File: src/rtl/subarray_scatter_cache_core_macros.svh
// Assertion macros shared by the store and address generator modules.
`ifndef SUBARRAY_SCATTER_CACHE_CORE_MACROS_SVH
`define SUBARRAY_SCATTER_CACHE_CORE_MACROS_SVH

// The consequent must hold in the same cycle as the antecedent.
`define SSC_ASSERT_AT(label, clk, rstn, ante, cons, msg) \
    label: assert property (@(posedge clk) disable iff (!rstn) (ante) |-> (cons)) \
        else $error(msg);

// The consequent must hold in the cycle after the antecedent.
`define SSC_ASSERT_NEXT(label, clk, rstn, ante, cons, msg) \
    label: assert property (@(posedge clk) disable iff (!rstn) (ante) |=> (cons)) \
        else $error(msg);

`endif

File: src/rtl/ssc_pkg.sv
package ssc_pkg;

    // Store geometry.
    localparam int unsigned STORE_DEPTH = 4096;
    localparam int unsigned ADDR_W      = $clog2(STORE_DEPTH);
    localparam int unsigned IDX_W       = 41;
    localparam logic [IDX_W-1:0]  STORE_LAST = IDX_W'(STORE_DEPTH - 1);
    localparam logic [ADDR_W-1:0] SWEEP_LAST = ADDR_W'(STORE_DEPTH - 1);
    localparam logic [31:0]       QNAN_WORD  = 32'h7FC0_0000;
    localparam logic [12:0]       MAX_EXTENT = 13'd4096;

    // Configuration port.
    localparam int unsigned PADDR_W = 4;
    localparam logic [1:0] REG_DIM_I = 2'd0;
    localparam logic [1:0] REG_DIM_J = 2'd1;
    localparam logic [1:0] REG_DIM_K = 2'd2;
    localparam logic [12:0] DIM_RESET = 13'd16;

    // Transaction modes on the input channel.
    typedef enum logic [1:0] {
        MODE_START = 2'd0,
        MODE_ELEM  = 2'd1,
        MODE_FLUSH = 2'd2,
        MODE_READ  = 2'd3
    } mode_t;

    // Array dimensions after clamping to the legal range.
    typedef struct packed {
        logic [12:0] di;
        logic [12:0] dj;
        logic [12:0] dk;
    } dims_t;

    // Write request from the address generator to the store.
    typedef struct packed {
        logic              valid;
        logic [ADDR_W-1:0] addr;
        logic [31:0]       data;
    } wr_req_t;

    // Store status seen by the input handshake.
    typedef struct packed {
        logic sweeping;
        logic rd_pending;
    } store_status_t;

    // A dimension of zero acts as one, and anything above 4096 acts as 4096.
    function automatic logic [12:0] clamp_dim(logic [12:0] d);
        logic [12:0] r;
        r = d;
        if (d == 13'd0) begin
            r = 13'd1;
        end else if (d > MAX_EXTENT) begin
            r = MAX_EXTENT;
        end
        return r;
    endfunction

    // Block extents saturate at 4096.
    function automatic logic [12:0] clamp_extent(logic [12:0] e);
        return (e > MAX_EXTENT) ? MAX_EXTENT : e;
    endfunction

    // Any index at or past the end of the store maps to the last entry.
    function automatic logic [ADDR_W-1:0] clamp_store(logic [IDX_W-1:0] idx);
        logic [IDX_W-1:0] r;
        r = (idx > STORE_LAST) ? STORE_LAST : idx;
        return r[ADDR_W-1:0];
    endfunction

endpackage

File: src/rtl/ssc_cfg_regs.sv
module ssc_cfg_regs (
    input  logic                        aclk,
    input  logic                        aresetn,
    input  logic                        psel,
    input  logic                        penable,
    input  logic                        pwrite,
    input  logic [ssc_pkg::PADDR_W-1:0] paddr,
    input  logic [31:0]                 pwdata,
    output logic [31:0]                 prdata,
    output logic                        pready,
    output ssc_pkg::dims_t              dims
);
    import ssc_pkg::*;

    logic [12:0] dim_i_reg;
    logic [12:0] dim_j_reg;
    logic [12:0] dim_k_reg;
    logic [1:0]  reg_sel;
    logic        wr_en;

    assign pready  = 1'b1;
    assign reg_sel = paddr[PADDR_W-1:2];
    assign wr_en   = psel && penable && pwrite;

    // Register writes complete in the access phase.
    always_ff @(posedge aclk) begin
        if (!aresetn) begin
            dim_i_reg <= DIM_RESET;
            dim_j_reg <= DIM_RESET;
            dim_k_reg <= DIM_RESET;
        end else if (wr_en) begin
            case (reg_sel)
                REG_DIM_I: dim_i_reg <= pwdata[12:0];
                REG_DIM_J: dim_j_reg <= pwdata[12:0];
                REG_DIM_K: dim_k_reg <= pwdata[12:0];
                default: ;
            endcase
        end
    end

    // Reads return the raw register contents.
    always_comb begin
        case (reg_sel)
            REG_DIM_I: prdata = {19'd0, dim_i_reg};
            REG_DIM_J: prdata = {19'd0, dim_j_reg};
            REG_DIM_K: prdata = {19'd0, dim_k_reg};
            default:   prdata = 32'd0;
        endcase
    end

    // The datapath only ever sees dimensions in the legal range.
    assign dims = '{di: clamp_dim(dim_i_reg), dj: clamp_dim(dim_j_reg),
                    dk: clamp_dim(dim_k_reg)};

endmodule

File: config.mk
export PLATFORM = sky130hd
export DESIGN_NAME = ssc_cfg_regs
export DESIGN_NICKNAME = d
export VERILOG_FILES = /design/src/rtl/subarray_scatter_cache_core_macros.svh /design/src/rtl/ssc_pkg.sv /design/src/rtl/ssc_cfg_regs.sv
export SDC_FILE = /design/constraint.sdc
export NUM_CORES = 1
export LEC_CHECK = 0
export BUFFER_PORTS_ARGS = -buffer_cell sky130_fd_sc_hd__buf_4
export CAP_MARGIN = 25
export CORE_UTILIZATION = 41
export CTS_BUF_LIST = sky130_fd_sc_hd__clkbuf_8 sky130_fd_sc_hd__clkbuf_16
export DETAILED_ROUTE_END_ITERATION = 16
export PLACE_DENSITY_LB_ADDON = 0.08
export SYNTH_ARGS = -nofsm -noshare
export SYNTH_HDL_FRONTEND = slang
export SYNTH_SLANG_ARGS = --single-unit
File: constraint.sdc
create_clock -name aclk -period 1.2 [get_ports aclk]
set_input_delay 0.12 -clock aclk [delete_from_list [all_inputs] [get_ports aclk]]
set_output_delay 0.12 -clock aclk [all_outputs]
set_load 0.02 [all_outputs]
After elaboration in Yosys (flattened, before gate mapping)
Index checks and enable logic that the tools add are counted.
{"block": "word_totals", "register_bits": 39, "in_bits": 41, "elab_cells": 24}
{"block": "op_classes", "n_lt_le_gt_ge": 3, "eq_ne": 2, "n_mux": 7, "reduce_logical": 9}
{"operator": "13-bit two-way mux", "count": 6}
{"operator": "13-bit greater-than comparator, second input constant", "count": 3}
{"operator": "13-bit zero test", "count": 3}
{"operator": "13-bit one-hot mux with 3 select lines", "count": 1}
{"operator": "2-bit AND reduction", "count": 3}
{"operator": "2-bit by 1-bit equality test with 1-bit output, second input constant", "count": 1}
{"operator": "2-bit equality test, second input constant", "count": 1}
{"operator": "1-bit logical AND", "count": 2}
{"operator": "2-bit zero test", "count": 1}

Longest topological paths before layout
Gate-level depths: netlist of run 1.
{"block": "logic_depth", "depth_word": 3, "ltp_mapped": 5}

Least setup slack after synthesis of run 1
Ideal clock, no wire load.
{"block": "synth_path", "path_kind": "input to output", "start": "in paddr[3] (netlist bit)", "end": "out prdata[0]", "arrival_time_ps": 1106, "required_time_ps": 1080, "slack_ps": -26, "stages": 4, "n_path_buf": 2, "cell_sequence": "buf_4 buf_2 mux2i_1 o21ai_0"}
{"block": "synth_between", "elab_chain_cells": 2, "elab_cells_between_ends": 4, "classes_between": "2 x eq/ne; 1 x mux; 1 x reduce/logical"}
{"element": "start, declared", "line": "ssc_cfg_regs.sv:7", "text": "input logic [ssc_pkg::PADDR_W-1:0] paddr,"}
{"element": "2-bit equality test (tied with other cells)", "line": "ssc_cfg_regs.sv:43", "text": "case (reg_sel)"}
{"element": "13-bit one-hot mux with 3 select lines *", "line": "ssc_cfg_regs.sv:43"}
{"element": "end, declared", "line": "ssc_cfg_regs.sv:9", "text": "output logic [31:0] prdata,"}
Mark *: on every way between the ends. The rest lies on a longest branch, timed or not.

==> qor.yml, run 1 <==
detailed_routing:
  ant_nets: 0
  wl_per_cell_um: 14.6
  drt_iter0_drc: 97
  remaining_drc_errors: 0
  wl_um: 6290
  detailroute.via_count: 2051
  drt_first_pass_iters: 4
  via_per_inst: 4.77
flow_run:
  drv_cap: 0
floorplanning:
  num_io_pins: 113
  dieArea_um2: 5720
  coreArea_um2: 5170
  die_w_um: 75.7
  start_util_pct: 43.0
  die_h_um: 75.7
  placementRows: 26
timing:
  timing.hold.ws_ps: 133
  rsz0062_at_grt: "yes"
  finalSetupViolCount: 14
  hold_viol: 0
  finalMaxSlewViolations: 0
  fmax_mhz: 679
  final.min_clock_period_ps: 1470
  setup_slack_ps: -273
  clock_skew_ps: 0
  finalCritPeriodShare_pct: 123
place:
  pre_cts_ws_ps: -10.4
  dp_cells: 414
  dp_hpwl_um: 4420
  portBuffers: 71
  place_area_um2: 2920
  gp_congestion: 0.848
logic_synthesis:
  synth_area_um2: 2220
  yosysMostFrequentCell: "nand2_1"
  avgSynthCellArea_um2: 8.39
  async_flop_share_pct: 0
  ys_ff_latch: 39
  synth-edff-count: 0
  synth_commonest_cells: "nand2_1 (61), mux2i_1 (52), dfxtp_1 (39)"
  synth_top_area_share_pct: 35.1
  syn_inst: 265
  synth_top_cell_by_area: "dfxtp_1"
  synthTopCellsByArea: "dfxtp_1 (35%), mux2i_1 (23%), nor2b_1 (11%), nand2_1 (10%), buf_4 (7.4%)"
  synth-main-ff-cell: "dfxtp_1"
  synthDistinctLibCells: 19
  ys_warn_count: 0
  synth_seq_area_share_pct: 35.1
global_route:
  top_usage_layer: "met2"
  grt_pass1_wl_um: 9050
  grt_usage_pct: 22.0
  grt_overflow: 0
  use_met1_pct: 26.5
  met3_usage_pct: 4.37
  grt_use_met2_pct: 40.4
  grt_pass1_vias: 1843
  antenna_found_initial: 0
  grt_start_max_net_pins: 24
critical_path:
  r2r_cells: 5
  startpoint: "dim_k_reg[3]"
  slowest_delay_ps: 360
  rrSetupSlack_ps: 180
  path_cells: "nor4_4, a31oi_1, nor2_1, buf_4"
  critPathArrivalTime_ps: 1350
  slowest_stage: "dfxtp_4"
  timing_worst_setup_path_type: "flop to primary output"
  endpoint: "dims[0]"
  cp-end-kind: "primary output"
  critical-path-top-delay-family: "simple AND/OR/NAND/NOR gates"
  cp_num_buf_inv: 1
  required_ps: 1080
  worst_r2r_startpoint: "dim_i_reg[4]"
  r2r_end: "dim_i_reg[4]"
  crit_cells: 4
  cp_max_fo: 2
  start_kind: "flop"
clock_network:
  cts-root-buf: "clkbuf_8"
  clk_pin_slew_ps: 80
  cts_hold_buffers: 0
  cts_tree: "built"
  numCtsBuffers: 5
  clk_latency_ps: 280
  htree_levels: 2
  cts_sinks: 39
  clock_tree.buffer_depth: 2
power:
  seqPwrFrac_pct: 46.1
  max-vdd-ir-drop_mv: 0.583
  power.share.clock_pct: 38.7
  p_comb_share_pct: 15.2
  p_per_area_nw_per_um2: 805
  power.switching_uw: 746
  p_sw_share_pct: 26.2
  p_leak_nw: 1.65
  p_int_mw: 2.10
status:
  status: "finished, violations left"
  violations: "negative setup slack"
final_layout:
  antenna_cells: 0
  fin_nets: 400
  final_area_um2: 3530
  stdcell_count: 430
  fill_cells: 439
  layout-drive-gt1-share_pct: 50.6
  area.growth.synth_to_final_pct: 58.9
min_path:
  hold_path.class: "primary input to flop"
## routing by layer
metal  part of all wire [%]  up-vias
li1                       -     1025
met1                     43      968
met2                     53       56
met3                    3.8        2
met4                   0.35        0
met5                      0        -
## worst min-delay path by stage
| stage | startpoint | endpoint | slack (ps) | cells after the start |
|---|---|---|---|---|
| 3_3_place_gp | pwdata[10] | dim_k_reg[10] | 430 | 3 |
| 6_report | pwdata[10] | dim_k_reg[10] | 130 | 3 |
| 3_5_place_dp | pwdata[10] | dim_k_reg[10] | 440 | 3 |
| 2_1_floorplan | pwdata[4] | dim_k_reg[4] | 300 | 2 |
| 4_1_cts | pwdata[4] | dim_i_reg[4] | 130 | 3 |
| 5_1_grt | pwdata[4] | dim_k_reg[4] | 130 | 3 |
## layout make-up
cell class                 count  area [µm²]  area share (%)
multi-input combinational    204        1490            42.1
timing repair buffer         109        1000            28.4
sequential                    39         843            23.9
tap                           70        87.6            2.48
clock buffer                   5        68.8            1.95
clock inverter                 3        43.8            1.24
## worst register-to-register path: stages, from the launching register on
cell and delay (ps):
dfxtp_4 360, buf_4 130, buf_6 110, buf_6 100
nor2b_1 110, mux2i_1 90
## cells by family after synthesis
logic type	after synthesis	synth area share, %
and+or+nand+nor	116	25.8
muxes	52	23.4
buffers and inverters	40	11.6
DFF	39	35.1
AOI/OAI and AO/OA	16	3.77
other	2	0.338
## cell usage in the layout (no fill, tap or decap), types with 2 or more instances in the layout
cell,count
dfxtp_4,11
nor2b_2,7
dfxtp_2,17
nor4_4,3
a31oi_1,2
mux2i_2,4
buf_4,79
dfxtp_1,11
nand2_1,61
clkbuf_16,2
nor2_1,3
buf_6,23
mux2i_4,2
nor2b_4,14
conb_1,20
mux2i_1,46
o21ai_1,12
buf_12,5
nor2b_1,17
clkbuf_8,5
nor4_2,3
nor3_1,4
## stage by stage
| stage | setup TNS [ps] | util (%) | power [mW] |
|---|---|---|---|
| after floorplan | 0 | - | 1.63 |
| after global placement | -17.6 | 56.4 | 1.74 |
| after detailed placement | -10.4 | 56.4 | 1.74 |
| after CTS | -1420 | 62.2 | 2.86 |
| after global routing | -2850 | 68.3 | 2.96 |
| final | -1460 | 68.3 | 2.85 |
## what timing repair did
item / in CTS / in global routing
setup buffers: 4 / 5
endpoints found under the hold margin: 0 / 0
pin swaps: 14 / 9
gates resized for setup: 53 / 68
gates cloned: 0 / 2
endpoints found under the setup margin: 38 / 47
## power groups by stage
stage | clock network, mW | logic [mW] | registers, mW
2_1_floorplan | 0 | 0.279 | 1.35
3_3_place_gp | 0 | 0.387 | 1.35
3_5_place_dp | 0 | 0.389 | 1.35
4_1_cts | 1.13 | 0.405 | 1.33
5_1_grt | 1.18 | 0.469 | 1.31
6_report | 1.10 | 0.434 | 1.31
Note: power is estimated with default switching activity, not from simulation.
==> run 2: changes to the inputs <==
--- a/config.mk
+++ b/config.mk
@@ -8,7 +8,7 @@
 export BUFFER_PORTS_ARGS = -buffer_cell sky130_fd_sc_hd__buf_4
 export CAP_MARGIN = 25
 export CORE_UTILIZATION = 41
-export CTS_BUF_LIST = sky130_fd_sc_hd__clkbuf_8 sky130_fd_sc_hd__clkbuf_16
+export CTS_BUF_LIST = sky130_fd_sc_hd__clkbuf_16
 export DETAILED_ROUTE_END_ITERATION = 16
 export PLACE_DENSITY_LB_ADDON = 0.08
 export SYNTH_ARGS = -nofsm -noshare
==> run 2 against run 1 <==
Power grew 14%; largest cell class unchanged; clock power up 37%; non-clock buffer count decreased by 4; combinational power is 3% lower; sequential share of layout area is 0.49 points higher; first-iteration DRC count is 38% lower; the flow still finishes with violations (negative setup slack).
==> qor.yml, run 2 (synthesis results as in run 1) <==
power:
  p_leak_nw: 1.63  # -1.4%
  max-vdd-ir-drop_mv: 0.868  # +49%
  power.share.clock_pct: 46.5  # +7.8 points
  p_int_mw: 2.46  # +17%
  power.switching_uw: 787  # +5.5%
  power_mw: 3.24  # +14%
  p_sw_share_pct: 24.3  # -2.0 points
  seqPwrFrac_pct: 40.6  # -5.5 points
  p_comb_share_pct: 12.9  # -2.3 points
  p_per_area_nw_per_um2: 948  # +18%
clock_network:
  clock_tree.buffer_depth: 2  # unchanged
  cts_tree: "built"
  clk_pin_slew_ps: 60  # -20 ps
  clk_latency_ps: 270  # about the same
  cts-root-buf: "clkbuf_16"
  cts_hold_buffers: 0  # unchanged
  htree_levels: 2  # unchanged
  cts_sinks: 39  # unchanged
  numCtsBuffers: 5  # unchanged
timing:
  final.min_clock_period_ps: 1450  # -20.3 ps
  finalMaxSlewViolations: 0  # unchanged
  rsz0062_at_grt: "yes"
  tns_ps: -1260  # +205 ps
  finalCritPeriodShare_pct: 121  # -1.7 points
  hold_viol: 0  # unchanged
  finalSetupViolCount: 11  # -3
  setup_slack_ps: -252  # +20.3 ps
  clock_skew_ps: 0  # unchanged
  fmax_mhz: 689  # +1.4%
  timing.hold.ws_ps: 138  # +4.13 ps
place:
  pre_cts_ws_ps: -10.4  # unchanged
  dp_hpwl_um: 4420  # unchanged
  gp_congestion: 0.848  # unchanged
  portBuffers: 71  # unchanged
critical_path:
  cp-end-kind: "primary output"
  rrSetupSlack_ps: 210  # +30 ps
  slowest_delay_ps: 350  # about the same
  critPathArrivalTime_ps: 1330  # -20 ps
  r2r_cells: 5  # unchanged
  required_ps: 1080  # about the same
  worst_r2r_startpoint: "dim_i_reg[4]"
  cp_max_fo: 2  # unchanged
  start_kind: "flop"
  r2r_end: "dim_i_reg[4]"
  slowest_stage: "dfxtp_4"
  timing_worst_setup_path_type: "flop to primary output"
  path_cells: "nor4_4, a31oi_1, nor2_1, buf_4"
global_route:
  grt_pass1_wl_um: 9020  # -0.30%
  antenna_found_initial: 0  # unchanged
  grt_use_met2_pct: 40.1  # -0.30 points
  met3_usage_pct: 3.17  # -1.2 points
  grt_pass1_vias: 1834  # -0.49%
  use_met1_pct: 26.6  # +0.038 points
  grt_usage_pct: 22.0  # about the same
  grt_start_max_net_pins: 24  # unchanged
  top_usage_layer: "met2"
  grt_overflow: 0  # unchanged
floorplanning:
  dieArea_um2: 5720  # unchanged
  placementRows: 26  # unchanged
  die_w_um: 75.7  # unchanged
  num_io_pins: 113  # unchanged
  die_h_um: 75.7  # unchanged
  start_util_pct: 43.0  # unchanged
  coreArea_um2: 5170  # unchanged
final_layout:
  area.growth.synth_to_final_pct: 53.8
  final_cell_mix: "buf_4 (81), nand2_1 (61), mux2i_1 (46)"
  utilization_pct: 66.2  # -2.2 points
  layout_commonest_cell: "buf_4"
  antenna_cells: 0  # unchanged
  layout-drive-gt1-share_pct: 46.6  # -3.9 points
  fin_nets: 396  # -1.0%
min_path:
  hp-start: "pwdata[4]"
  min_path_cells: 3  # unchanged
  hold_path.class: "primary input to flop"
  worstHoldEndpoint: "dim_i_reg[4]"
detailed_routing:
  ant_nets: 0  # unchanged
  wl_um: 6070  # -3.5%
  via_per_inst: 4.69  # -1.7%
  drt_first_pass_iters: 4  # unchanged
  remaining_drc_errors: 0  # unchanged
  detailroute.via_count: 1997  # -2.6%
  wl_per_cell_um: 14.3  # -2.6%
  drt_iter0_drc: 60  # -38%
status:
  status: "finished, violations left"
  violations: "negative setup slack"
flow_run:
  drv_cap: 0  # unchanged
[run 2: critical path, delay by kind of cell, from the launching register on]
family	cells	cell delay [ps]
flops	1	350
buf+inv	1	150
compound gates	1	130
simple gates	2	420
[run 2: power by group through the flow]
stage	Sequential (mW)	Clock, mW	Combinational [mW]
floorplan	1.35	0	0.279
global placement	1.35	0	0.387
detailed placement	1.35	0	0.389
CTS	1.33	1.52	0.403
global route	1.32	1.57	0.455
finish	1.32	1.51	0.419
[run 2: worst max path at each step]
stage,startpoint,endpoint
2_1_floorplan,paddr[3],prdata[12]
3_3_place_gp,dim_i_reg[3],dims[26]
3_5_place_dp,dim_i_reg[3],dims[26]
4_1_cts,dim_i_reg[5],dims[26]
5_1_grt,dim_i_reg[10],dims[26]
6_report,dim_k_reg[3],dims[0]
[run 2: cell type report]
type | count | area, µm²
fillers | 452 | 1750
multi-input cells | 204 | 1430
well taps | 70 | 87.6
clock inverters | 3 | 43.8
clock buffers | 5 | 125
flip-flops and latches | 39 | 833
repair buffers | 105 | 905
[run 2: per-stage QoR]
step                      cells  instance area (µm²)
after global placement      414                 2920
after detailed placement    414                 2920
after CTS                   425                 3230
after global routing        426                 3420
final                       426                 3420
after floorplan             283                 2290
[run 2: metal layers]
layer,share of wire (%),routed length [µm]
met5,0,0
met4,0.76,46
met3,3.3,200
met2,52,3140
met1,44,2690
[run 2: what timing repair did]
action                                 CTS  global route
setup endpoints to repair               31            33
setup buffers                            3             5
gates resized for setup                 44            52
pin swaps                               13            13
endpoints found under the hold margin    0             0
cloned                                   0             0
