$ cat config.mk
export PLATFORM = sky130hd
export DESIGN_NAME = ssc_addr_gen
export DESIGN_NICKNAME = d
export VERILOG_FILES = /design/src/rtl/ssc_pkg.sv /design/src/rtl/ssc_addr_gen.sv
export VERILOG_INCLUDE_DIRS = /design/src /design/src/rtl
export SDC_FILE = /design/constraint.sdc
export NUM_CORES = 2
export LEC_CHECK = 0
export CORE_MARGIN = 2
export CORE_UTILIZATION = 50
export CTS_BUF_LIST = sky130_fd_sc_hd__clkbuf_16
export DETAILED_ROUTE_END_ITERATION = 8
export DONT_BUFFER_PORTS = 1
export PLACE_DENSITY = 0.74
export SLEW_MARGIN = 0
export SYNTH_ARGS = -nofsm -noshare
export SYNTH_HDL_FRONTEND = slang
export SYNTH_SLANG_ARGS = --single-unit
$ cat constraint.sdc
create_clock -name aclk -period 8.8 [get_ports aclk]
set_input_delay 1.76 -clock aclk [delete_from_list [all_inputs] [get_ports aclk]]
set_output_delay 1.76 -clock aclk [all_outputs]
set_load 0.03 [all_outputs]
$ cat src/rtl/subarray_scatter_cache_core_macros.svh
// Assertion macros shared by the store and address generator modules.
`ifndef SUBARRAY_SCATTER_CACHE_CORE_MACROS_SVH
`define SUBARRAY_SCATTER_CACHE_CORE_MACROS_SVH

// The consequent must hold in the same cycle as the antecedent.
`define SSC_ASSERT_AT(label, clk, rstn, ante, cons, msg) \
    label: assert property (@(posedge clk) disable iff (!rstn) (ante) |-> (cons)) \
        else $error(msg);

// The consequent must hold in the cycle after the antecedent.
`define SSC_ASSERT_NEXT(label, clk, rstn, ante, cons, msg) \
    label: assert property (@(posedge clk) disable iff (!rstn) (ante) |=> (cons)) \
        else $error(msg);

`endif

$ cat src/rtl/ssc_pkg.sv
package ssc_pkg;

    // Store geometry.
    localparam int unsigned STORE_DEPTH = 4096;
    localparam int unsigned ADDR_W      = $clog2(STORE_DEPTH);
    localparam int unsigned IDX_W       = 41;
    localparam logic [IDX_W-1:0]  STORE_LAST = IDX_W'(STORE_DEPTH - 1);
    localparam logic [ADDR_W-1:0] SWEEP_LAST = ADDR_W'(STORE_DEPTH - 1);
    localparam logic [31:0]       QNAN_WORD  = 32'h7FC0_0000;
    localparam logic [12:0]       MAX_EXTENT = 13'd4096;

    // Configuration port.
    localparam int unsigned PADDR_W = 4;
    localparam logic [1:0] REG_DIM_I = 2'd0;
    localparam logic [1:0] REG_DIM_J = 2'd1;
    localparam logic [1:0] REG_DIM_K = 2'd2;
    localparam logic [12:0] DIM_RESET = 13'd16;

    // Transaction modes on the input channel.
    typedef enum logic [1:0] {
        MODE_START = 2'd0,
        MODE_ELEM  = 2'd1,
        MODE_FLUSH = 2'd2,
        MODE_READ  = 2'd3
    } mode_t;

    // Array dimensions after clamping to the legal range.
    typedef struct packed {
        logic [12:0] di;
        logic [12:0] dj;
        logic [12:0] dk;
    } dims_t;

    // Write request from the address generator to the store.
    typedef struct packed {
        logic              valid;
        logic [ADDR_W-1:0] addr;
        logic [31:0]       data;
    } wr_req_t;

    // Store status seen by the input handshake.
    typedef struct packed {
        logic sweeping;
        logic rd_pending;
    } store_status_t;

    // A dimension of zero acts as one, and anything above 4096 acts as 4096.
    function automatic logic [12:0] clamp_dim(logic [12:0] d);
        logic [12:0] r;
        r = d;
        if (d == 13'd0) begin
            r = 13'd1;
        end else if (d > MAX_EXTENT) begin
            r = MAX_EXTENT;
        end
        return r;
    endfunction

    // Block extents saturate at 4096.
    function automatic logic [12:0] clamp_extent(logic [12:0] e);
        return (e > MAX_EXTENT) ? MAX_EXTENT : e;
    endfunction

    // Any index at or past the end of the store maps to the last entry.
    function automatic logic [ADDR_W-1:0] clamp_store(logic [IDX_W-1:0] idx);
        logic [IDX_W-1:0] r;
        r = (idx > STORE_LAST) ? STORE_LAST : idx;
        return r[ADDR_W-1:0];
    endfunction

endpackage

$ cat src/rtl/ssc_addr_gen.sv
`include "subarray_scatter_cache_core_macros.svh"

module ssc_addr_gen (
    input  logic             aclk,
    input  logic             aresetn,
    input  logic             start_fire,
    input  logic             elem_fire,
    input  logic [31:0]      value,
    input  logic [12:0]      put_i,
    input  logic [12:0]      put_j,
    input  logic [12:0]      put_k,
    input  logic [11:0]      off_i,
    input  logic [11:0]      off_j,
    input  logic [11:0]      off_k,
    input  ssc_pkg::dims_t   dims,
    output ssc_pkg::wr_req_t wr,
    output logic             busy
);
    import ssc_pkg::*;

    // Block descriptor and position counters.
    logic [12:0] ext_i_reg, ext_j_reg, ext_k_reg;
    logic [11:0] off_i_reg, off_j_reg, off_k_reg;
    logic [11:0] cnt_i_reg, cnt_j_reg, cnt_k_reg;
    logic        active_reg;

    // Stage 1: absolute coordinates.
    logic        s1_valid_reg;
    logic [12:0] s1_oi_reg, s1_oj_reg, s1_ok_reg;
    dims_t       s1_dims_reg;
    logic [31:0] s1_data_reg;

    // Stage 2: outer product and partial array size.
    logic        s2_valid_reg;
    logic [25:0] s2_p_reg, s2_sz_reg;
    logic [12:0] s2_oj_reg, s2_ok_reg, s2_dk_reg;
    logic [31:0] s2_data_reg;

    // Stage 3: scaled row index and full array size.
    logic             s3_valid_reg;
    logic [IDX_W-1:0] s3_prod_reg, s3_size_reg;
    logic [12:0]      s3_ok_reg;
    logic [31:0]      s3_data_reg;

    // Stage 4: clamped write request.
    logic              wr_valid_reg;
    logic [ADDR_W-1:0] wr_addr_reg;
    logic [31:0]       wr_data_reg;

    logic [12:0]      cnt_i_inc, cnt_j_inc, cnt_k_inc;
    logic             wrap_i, wrap_j, wrap_k;
    logic [26:0]      row_sum;
    logic [IDX_W-1:0] idx_full, size_last, idx_arr;
    logic [ADDR_W-1:0] wr_addr_next;

    assign cnt_i_inc = {1'b0, cnt_i_reg} + 13'd1;
    assign cnt_j_inc = {1'b0, cnt_j_reg} + 13'd1;
    assign cnt_k_inc = {1'b0, cnt_k_reg} + 13'd1;
    assign wrap_i    = cnt_i_inc >= ext_i_reg;
    assign wrap_j    = cnt_j_inc >= ext_j_reg;
    assign wrap_k    = cnt_k_inc >= ext_k_reg;

    // Block state and the valid bits of the index pipeline.
    always_ff @(posedge aclk) begin
        if (!aresetn) begin
            ext_i_reg    <= '0;
            ext_j_reg    <= '0;
            ext_k_reg    <= '0;
            off_i_reg    <= '0;
            off_j_reg    <= '0;
            off_k_reg    <= '0;
            cnt_i_reg    <= '0;
            cnt_j_reg    <= '0;
            cnt_k_reg    <= '0;
            active_reg   <= 1'b0;
            s1_valid_reg <= 1'b0;
            s2_valid_reg <= 1'b0;
            s3_valid_reg <= 1'b0;
            wr_valid_reg <= 1'b0;
        end else begin
            if (start_fire) begin
                ext_i_reg  <= clamp_extent(put_i);
                ext_j_reg  <= clamp_extent(put_j);
                ext_k_reg  <= clamp_extent(put_k);
                off_i_reg  <= off_i;
                off_j_reg  <= off_j;
                off_k_reg  <= off_k;
                cnt_i_reg  <= '0;
                cnt_j_reg  <= '0;
                cnt_k_reg  <= '0;
                active_reg <= (put_i != 13'd0) && (put_j != 13'd0) && (put_k != 13'd0);
            end else if (elem_fire && active_reg) begin
                // Row-major walk, innermost dimension fastest.
                if (!wrap_k) begin
                    cnt_k_reg <= cnt_k_inc[11:0];
                end else begin
                    cnt_k_reg <= '0;
                    if (!wrap_j) begin
                        cnt_j_reg <= cnt_j_inc[11:0];
                    end else begin
                        cnt_j_reg <= '0;
                        if (!wrap_i) begin
                            cnt_i_reg <= cnt_i_inc[11:0];
                        end else begin
                            cnt_i_reg  <= '0;
                            active_reg <= 1'b0;
                        end
                    end
                end
            end
            s1_valid_reg <= elem_fire && active_reg;
            s2_valid_reg <= s1_valid_reg;
            s3_valid_reg <= s2_valid_reg;
            wr_valid_reg <= s3_valid_reg;
        end
    end

    // Final index: add the inner offset, clamp to the array, then to the store.
    assign row_sum      = {1'b0, s2_p_reg} + {14'd0, s2_oj_reg};
    assign idx_full     = s3_prod_reg + IDX_W'(s3_ok_reg);
    assign size_last    = s3_size_reg - IDX_W'(1);
    assign idx_arr      = (idx_full > size_last) ? size_last : idx_full;
    assign wr_addr_next = clamp_store(idx_arr);

    // Index pipeline payload; at most one multiplier per path per stage.
    always_ff @(posedge aclk) begin
        s1_oi_reg   <= {1'b0, off_i_reg} + {1'b0, cnt_i_reg};
        s1_oj_reg   <= {1'b0, off_j_reg} + {1'b0, cnt_j_reg};
        s1_ok_reg   <= {1'b0, off_k_reg} + {1'b0, cnt_k_reg};
        s1_dims_reg <= dims;
        s1_data_reg <= value;

        s2_p_reg    <= {13'd0, s1_oi_reg} * {13'd0, s1_dims_reg.dj};
        s2_sz_reg   <= {13'd0, s1_dims_reg.di} * {13'd0, s1_dims_reg.dj};
        s2_oj_reg   <= s1_oj_reg;
        s2_ok_reg   <= s1_ok_reg;
        s2_dk_reg   <= s1_dims_reg.dk;
        s2_data_reg <= s1_data_reg;

        s3_prod_reg <= IDX_W'(row_sum) * IDX_W'(s2_dk_reg);
        s3_size_reg <= IDX_W'(s2_sz_reg) * IDX_W'(s2_dk_reg);
        s3_ok_reg   <= s2_ok_reg;
        s3_data_reg <= s2_data_reg;

        wr_addr_reg <= wr_addr_next;
        wr_data_reg <= s3_data_reg;
    end

    assign wr   = '{valid: wr_valid_reg, addr: wr_addr_reg, data: wr_data_reg};
    assign busy = s1_valid_reg || s2_valid_reg || s3_valid_reg || wr_valid_reg;

    `SSC_ASSERT_NEXT(a_elem_enters, aclk, aresetn, elem_fire && active_reg, s1_valid_reg, "accepted element did not enter the index pipeline")
    `SSC_ASSERT_NEXT(a_start_clears, aclk, aresetn, start_fire, cnt_i_reg == 12'd0 && cnt_j_reg == 12'd0 && cnt_k_reg == 12'd0, "start did not clear the block counters")
    `SSC_ASSERT_AT(a_wr_in_range, aclk, aresetn, wr_valid_reg, wr_addr_reg <= SWEEP_LAST, "write address beyond the store")

endmodule

Yosys cells after proc, flatten, opt, wreduce, memory -nomap -nowiden
Cells that the tools add are included.

cells by class
  reduce and logical (&&, ||, !) cells = 17
  muxes and demuxes = 12
  magnitude comparators = 8
  bitwise operators = 1
  multipliers = 4
  add/sub/neg operators = 9

operators with widths
  kind                                                                     count
  13-bit by 13-bit multiplier with 26-bit output                           2
  40-bit by 13-bit adder with 41-bit output                                1
  41-bit by 12-bit > comparator with 1-bit output (second input constant)  1
  41-bit > comparator                                                      1
  41-bit two-way mux                                                       1
  27-bit by 13-bit multiplier with 40-bit output                           1
  39-bit by 1-bit subtractor with 40-bit output (second input constant)    1
  12-bit by 1-bit adder with 13-bit output (second input constant)         3
  12-bit by 12-bit adder with 13-bit output                                3
  13-bit >= comparator                                                     3
  13-bit > comparator (second input constant)                              3
  26-bit by 13-bit multiplier with 39-bit output                           1
  13-bit two-way mux                                                       3
  13-bit nonzero test                                                      3
  12-bit two-way mux                                                       3
  26-bit by 13-bit adder with 27-bit output                                1
  2-bit nonzero test                                                       4
  1-bit two-way mux                                                        5
  4-bit AND reduction                                                      1
  1-bit logical AND                                                        3
  1-bit logical OR                                                         3
  3-bit AND reduction                                                      1
  2-bit AND reduction                                                      1
  2-bit OR reduction                                                       1
  1-bit NOT                                                                1

word-level totals
  output and inout port bits = 46
  bits in registers = 517
  input bits = 150
  logic and storage cells = 84

Logic depth before layout (Yosys ltp)
  word-level depth = 7
  depth in mapped cells = 35
  depth with buffers taken out = 34

Worst setup path after synthesis
Ideal clock, no wire load.

  path type = reg2reg
  from = register s2_p_reg[0]
  to = register s3_prod_reg[38]
  cell stages (with the launch flop) = 34
  buffers on the path = 1
  data arrival time = 8.347 ns
  clock period less this slack = 8.464 ns
  setup slack = 0.336 ns
  setup time = 0.118 ns
  required time = 8.682 ns
  cells stage by stage = dfxtp_1 > ha_1 > inv_1 > fa_1 > nor2b_1 > o21ai_0 > a21boi_0 > o21ai_0 > a211oi_1 > a31oi_1 > a211oi_1 > nand2_1 > xnor2_1 > clkbuf_1 > nand2_1 > fa_1 > inv_1 > fa_1 > fa_1 > fa_1 > inv_1 > fa_1 > inv_1 > ha_1 > and4_1 > and3_1 > a32o_1 > or4_1 > a211oi_1 > o311ai_1 > or4_1 > a31o_2 > a21o_1 > xor2_1

on the way
  word-level cells in the longest chain between the ends = 2

RTL lines
  what                                            line                 text
  start, declared                                 ssc_addr_gen.sv:35   logic [25:0] s2_p_reg, s2_sz_reg;
  start signal, assigned                          ssc_addr_gen.sv:133  s2_p_reg <= {13'd0, s1_oi_reg} * {13'd0, s1_dims_reg.dj};
  26-bit by 13-bit adder with 27-bit output       ssc_addr_gen.sv:119  assign row_sum = {1'b0, s2_p_reg} + {14'd0, s2_oj_reg};
  27-bit by 13-bit multiplier with 40-bit output  ssc_addr_gen.sv:140  s3_prod_reg <= IDX_W'(row_sum) * IDX_W'(s2_dk_reg);
  end signal, assigned                            ssc_addr_gen.sv:140
  end, declared                                   ssc_addr_gen.sv:41   logic [IDX_W-1:0] s3_prod_reg, s3_size_reg;

No other way between the ends.
A chain may end at the register's enable or synchronous reset.

Final worst setup path
Same ends and word-level chain as after synthesis.

==> flow_summary.html <==
<table>
<tr><th>Metric</th><th>Value</th></tr>
<tr><th colspan="2">Status</th></tr>
<tr><td>Outcome</td><td>completed</td></tr>
<tr><th colspan="2">Global route</th></tr>
<tr><td>Number of global-route vias before repair</td><td>around 38000</td></tr>
<tr><td>Wire length of the first global-routing pass</td><td>just under 200 mm</td></tr>
<tr><td>Number of antenna violations at the first check in global routing</td><td>13</td></tr>
<tr><td>Met2 usage in global routing</td><td>38.9%</td></tr>
<tr><td>Pin count of the biggest net entering global routing</td><td>70</td></tr>
<tr><td>Met1 layer usage reported by global route</td><td>around 29%</td></tr>
<tr><td>Total routing usage reported by global routing</td><td>about 23%</td></tr>
<tr><td>Most Crowded Layer GR</td><td>met2</td></tr>
<tr><td>GRT overflow</td><td>0</td></tr>
<tr><td>Met3 track demand over resource</td><td>approximately 3.8%</td></tr>
<tr><th colspan="2">Critical path</th></tr>
<tr><td>Startpoint-to-endpoint class of the critical path</td><td>flip-flop to flip-flop</td></tr>
<tr><td>Critical Path AT</td><td>about 9.1 ns</td></tr>
<tr><td>CP Launch Type</td><td>flip-flop</td></tr>
<tr><td>Maximum fanout count along the critical path</td><td>7</td></tr>
<tr><td>Required arrival time at the worst endpoint</td><td>9.34 ns</td></tr>
<tr><td>Delay of the slowest cell on the worst path</td><td>about 0.54 ns</td></tr>
<tr><td>Critical Path Sink Type</td><td>flip-flop</td></tr>
<tr><td>Slowest stage cell, crit path</td><td>fa_1</td></tr>
<tr><th colspan="2">Cells and area</th></tr>
<tr><td>Commonest non-fill, non-tap cell in the layout</td><td>inv_1</td></tr>
<tr><td>Ratio of cells with drive above 1 in the final layout</td><td>4.30%</td></tr>
<tr><td>Layout overhead on the synthesized area</td><td>6.84%</td></tr>
<tr><td>Max FFs per register</td><td>40</td></tr>
<tr><td>Final non-filler cell area</td><td>between 50000 and 60000 µm²</td></tr>
<tr><td>Number of nets in the layout</td><td>between 6000 and 7000</td></tr>
<tr><td>Top library cells by usage in the layout, fill and taps aside</td><td>inv_1, fa_1, nand2_1</td></tr>
<tr><th colspan="2">CTS</th></tr>
<tr><td>Later-pin clock latency in the skew report</td><td>between 0.6 and 0.7 ns</td></tr>
<tr><td>Clock buffer depth</td><td>3</td></tr>
<tr><td>Number of sinks handled by clock tree synthesis</td><td>between 500 and 600</td></tr>
<tr><td>CTS tree</td><td>done</td></tr>
<tr><td>Number of H-tree levels</td><td>2</td></tr>
<tr><td>TritonCTS buffer count</td><td>57</td></tr>
<tr><td>Clock slew at reported path FFs</td><td>around 0.060 ns</td></tr>
<tr><td>Clock tree root buffer cell</td><td>clkbuf_16</td></tr>
<tr><td>Hold buffers post-CTS</td><td>0</td></tr>
<tr><th colspan="2">Synth</th></tr>
<tr><td>Sequential share of the synthesized area</td><td>roughly a fifth</td></tr>
<tr><td>Count of state elements after synthesis</td><td>517</td></tr>
<tr><td>Library cells used by synthesis</td><td>78</td></tr>
<tr><td>Synth warn</td><td>0</td></tr>
<tr><td>Synth async-reset ratio</td><td>0%</td></tr>
<tr><td>Combinational family with the most area after synthesis</td><td>adder cells</td></tr>
<tr><td>Synth Area in Simple Gates</td><td>between 15 and 20%</td></tr>
<tr><td>Combined area of all synthesized cells</td><td>a little over 50000 µm²</td></tr>
<tr><td>Prevailing post-synth register cell</td><td>dfxtp_1</td></tr>
<tr><td>Average size of a mapped cell</td><td>a little over 9 µm²</td></tr>
<tr><td>Number of flops mapped to enable cells by yosys</td><td>0</td></tr>
<tr><td>Cell count after synthesis</td><td>5563</td></tr>
<tr><td>Compound-cell area share of the yosys netlist</td><td>about 7.2%</td></tr>
<tr><td>Synthesized-area fraction occupied by adder cells</td><td>between 40% and 50%</td></tr>
<tr><td>Total nets after synthesis</td><td>between 6000 and 7000</td></tr>
<tr><td>Share of synthesized area spent on multiplexers</td><td>0.803%</td></tr>
<tr><td>Share of the synthesized netlist area taken by xor and xnor gates</td><td>under 10%</td></tr>
<tr><th colspan="2">Flow run</th></tr>
<tr><td>Max-cap violations</td><td>0</td></tr>
<tr><th colspan="2">Detailed routing</th></tr>
<tr><td>Average routed wire per standard cell</td><td>approximately 17 µm</td></tr>
<tr><td>Starting DRT DRC Count</td><td>approximately 2400</td></tr>
<tr><td>Routed via count divided by cell count</td><td>between 5 and 6</td></tr>
<tr><td>Routed vias</td><td>approximately 37000</td></tr>
<tr><td>DRC Markers</td><td>0</td></tr>
<tr><td>Drt total wl</td><td>around 120 mm</td></tr>
<tr><td>DR pass1 iterations</td><td>5</td></tr>
<tr><td>Antenna-violating nets left</td><td>0</td></tr>
<tr><th colspan="2">Min path</th></tr>
<tr><td>Path category of the worst min-delay check</td><td>flip-flop to flip-flop</td></tr>
<tr><th colspan="2">Timing</th></tr>
<tr><td>Crit path time final</td><td>approximately 8.5 ns</td></tr>
<tr><td>Final setup violation count</td><td>0</td></tr>
<tr><td>Final cycle utilization of the critical path</td><td>96.7%</td></tr>
<tr><td>Final Slew Violations</td><td>0</td></tr>
<tr><td>Final Hold Fails</td><td>0</td></tr>
<tr><td>Timing-limited maximum frequency</td><td>around 120 MHz</td></tr>
<tr><td>Worst-margin pin slew</td><td>roughly 1.3 ns</td></tr>
<tr><td>Worst slew margin relative to its limit</td><td>~16%</td></tr>
<tr><td>Fin Clk Skew</td><td>~0.043 ns</td></tr>
<tr><th colspan="2">Floorplan</th></tr>
<tr><td>Top-level I/O count</td><td>196</td></tr>
<tr><td>Number of cell rows</td><td>~120</td></tr>
<tr><td>Die X</td><td>~320 µm</td></tr>
<tr><td>Effective utilization at floorplan</td><td>roughly half</td></tr>
<tr><td>Floorplan die area</td><td>approximately 110000 µm²</td></tr>
<tr><td>Die height</td><td>approximately 320 µm</td></tr>
<tr><td>Core area</td><td>between 100000 and 150000 µm²</td></tr>
<tr><th colspan="2">Placement</th></tr>
<tr><td>Area post-placement</td><td>around 53000 µm²</td></tr>
<tr><td>Routability congestion estimate</td><td>between 0.8 and 0.9</td></tr>
<tr><td>Input/output buffers</td><td>0</td></tr>
<tr><td>DP Wirelength</td><td>between 90 and 100 mm</td></tr>
</table>
## path summary, 6_finish.rpt
check | depth (start not counted) | slack, ns | from | end
min | 0 | 0.32 | s2_data_reg[5]$_DFF_P_ | s3_data_reg[5]$_DFF_P_
max reg2reg | 36 | 0.29 | s2_p_reg[0]$_DFF_P_ | s3_prod_reg[38]$_DFF_P_
min reg2reg | 0 | 0.32 | s2_data_reg[5]$_DFF_P_ | s3_data_reg[5]$_DFF_P_
max | 36 | 0.29 | s2_p_reg[0]$_DFF_P_ | s3_prod_reg[38]$_DFF_P_
## critical path: cells and delay by family (launching register included)
family	cells	cell delay [ns]
buf+inv	8	0.72
fa+ha+maj	8	3.30
simple gates	7	1.79
flops	1	0.33
compound gates	11	2.05
xor+xnor	2	0.19
## per-layer routing
metal,part of all wire (%),vias to the layer above
li1,-,17200
met1,42,18200
met2,48,1172
met3,6.8,180
met4,2.9,0
met5,0,-
## synth_stat cells (all sizes together) (9+ instances only)
| cell type | instances | area, µm² |
|---|---|---|
| a211oi | 31 | 238 |
| a21boi | 16 | 120 |
| a21o | 50 | 375 |
| a21oi | 166 | 831 |
| a31o | 13 | 114 |
| a31oi | 13 | 81.3 |
| and2 | 418 | 2620 |
| and3 | 39 | 244 |
| and4 | 13 | 114 |
| buf | 12 | 65.1 |
| clkbuf | 221 | 830 |
| dfxtp | 517 | 10300 |
| fa | 786 | 15700 |
| ha | 457 | 5720 |
| inv | 900 | 3380 |
| mux2i | 40 | 400 |
| nand2 | 784 | 2940 |
| nand2b | 36 | 233 |
| nand3 | 42 | 215 |
| nand3b | 16 | 120 |
| nand4 | 40 | 250 |
| nor2 | 173 | 652 |
| nor2b | 72 | 450 |
| nor3 | 74 | 387 |
| nor3b | 11 | 87.6 |
| nor4 | 28 | 215 |
| o211ai | 11 | 82.6 |
| o21a | 43 | 323 |
| o21ai | 156 | 781 |
| o21bai | 13 | 97.6 |
| or2 | 12 | 75.1 |
| or3 | 9 | 61.3 |
| or4 | 13 | 97.6 |
| xnor2 | 175 | 1530 |
| xor2 | 77 | 674 |
## metrics by stage
step / util (%) / hold WS, ns / TNS, ns / worst slack (ns) / cells
floorplan: - / 0.310 / 0 / 0.336 / 5563
global placement: 51.7 / 0.310 / -0.0200 / -0.0200 / 6770
detailed placement: 51.7 / 0.312 / -0.260 / -0.260 / 6770
CTS: 53.6 / 0.322 / 0 / 0.0333 / 6878
global route: 53.8 / 0.329 / -0.0203 / -0.0203 / 6897
finish: 53.8 / 0.317 / 0 / 0.289 / 6897
## layout make-up
type / instances / area, µm²
fillers: 9002 / 47000
flip-flops and latches: 517 / 10400
inverters: 900 / 3380
clock inverters: 47 / 437
clock buffers: 58 / 1450
multi-input cells: 3913 / 36800
well taps: 1368 / 1710
diodes: 13 / 32.5
repair buffers: 81 / 612
## cell families (layout without fill, tap and decap cells)
logic type | count (synthesis) | in the layout
fa+ha+maj | 1243 | 1243
buf+inv | 1133 | 1086
xor+xnor | 252 | 252
simple gates | 1790 | 1790
flops | 517 | 517
other cells | 0 | 13
compound gates | 587 | 587
mux | 41 | 41
## timing repair
item / 4_1_cts / 5_1_grt
gates resized for setup: 6 / 24
cloned: 0 / 0
endpoints found under the setup margin: 2 / 4
buffers inserted: 3 / 6
pin swaps: 4 / 17
Power is left out: the tool's default activity adds up to more than one toggle a clock period on the data nets, which glitch-free logic cannot reach.
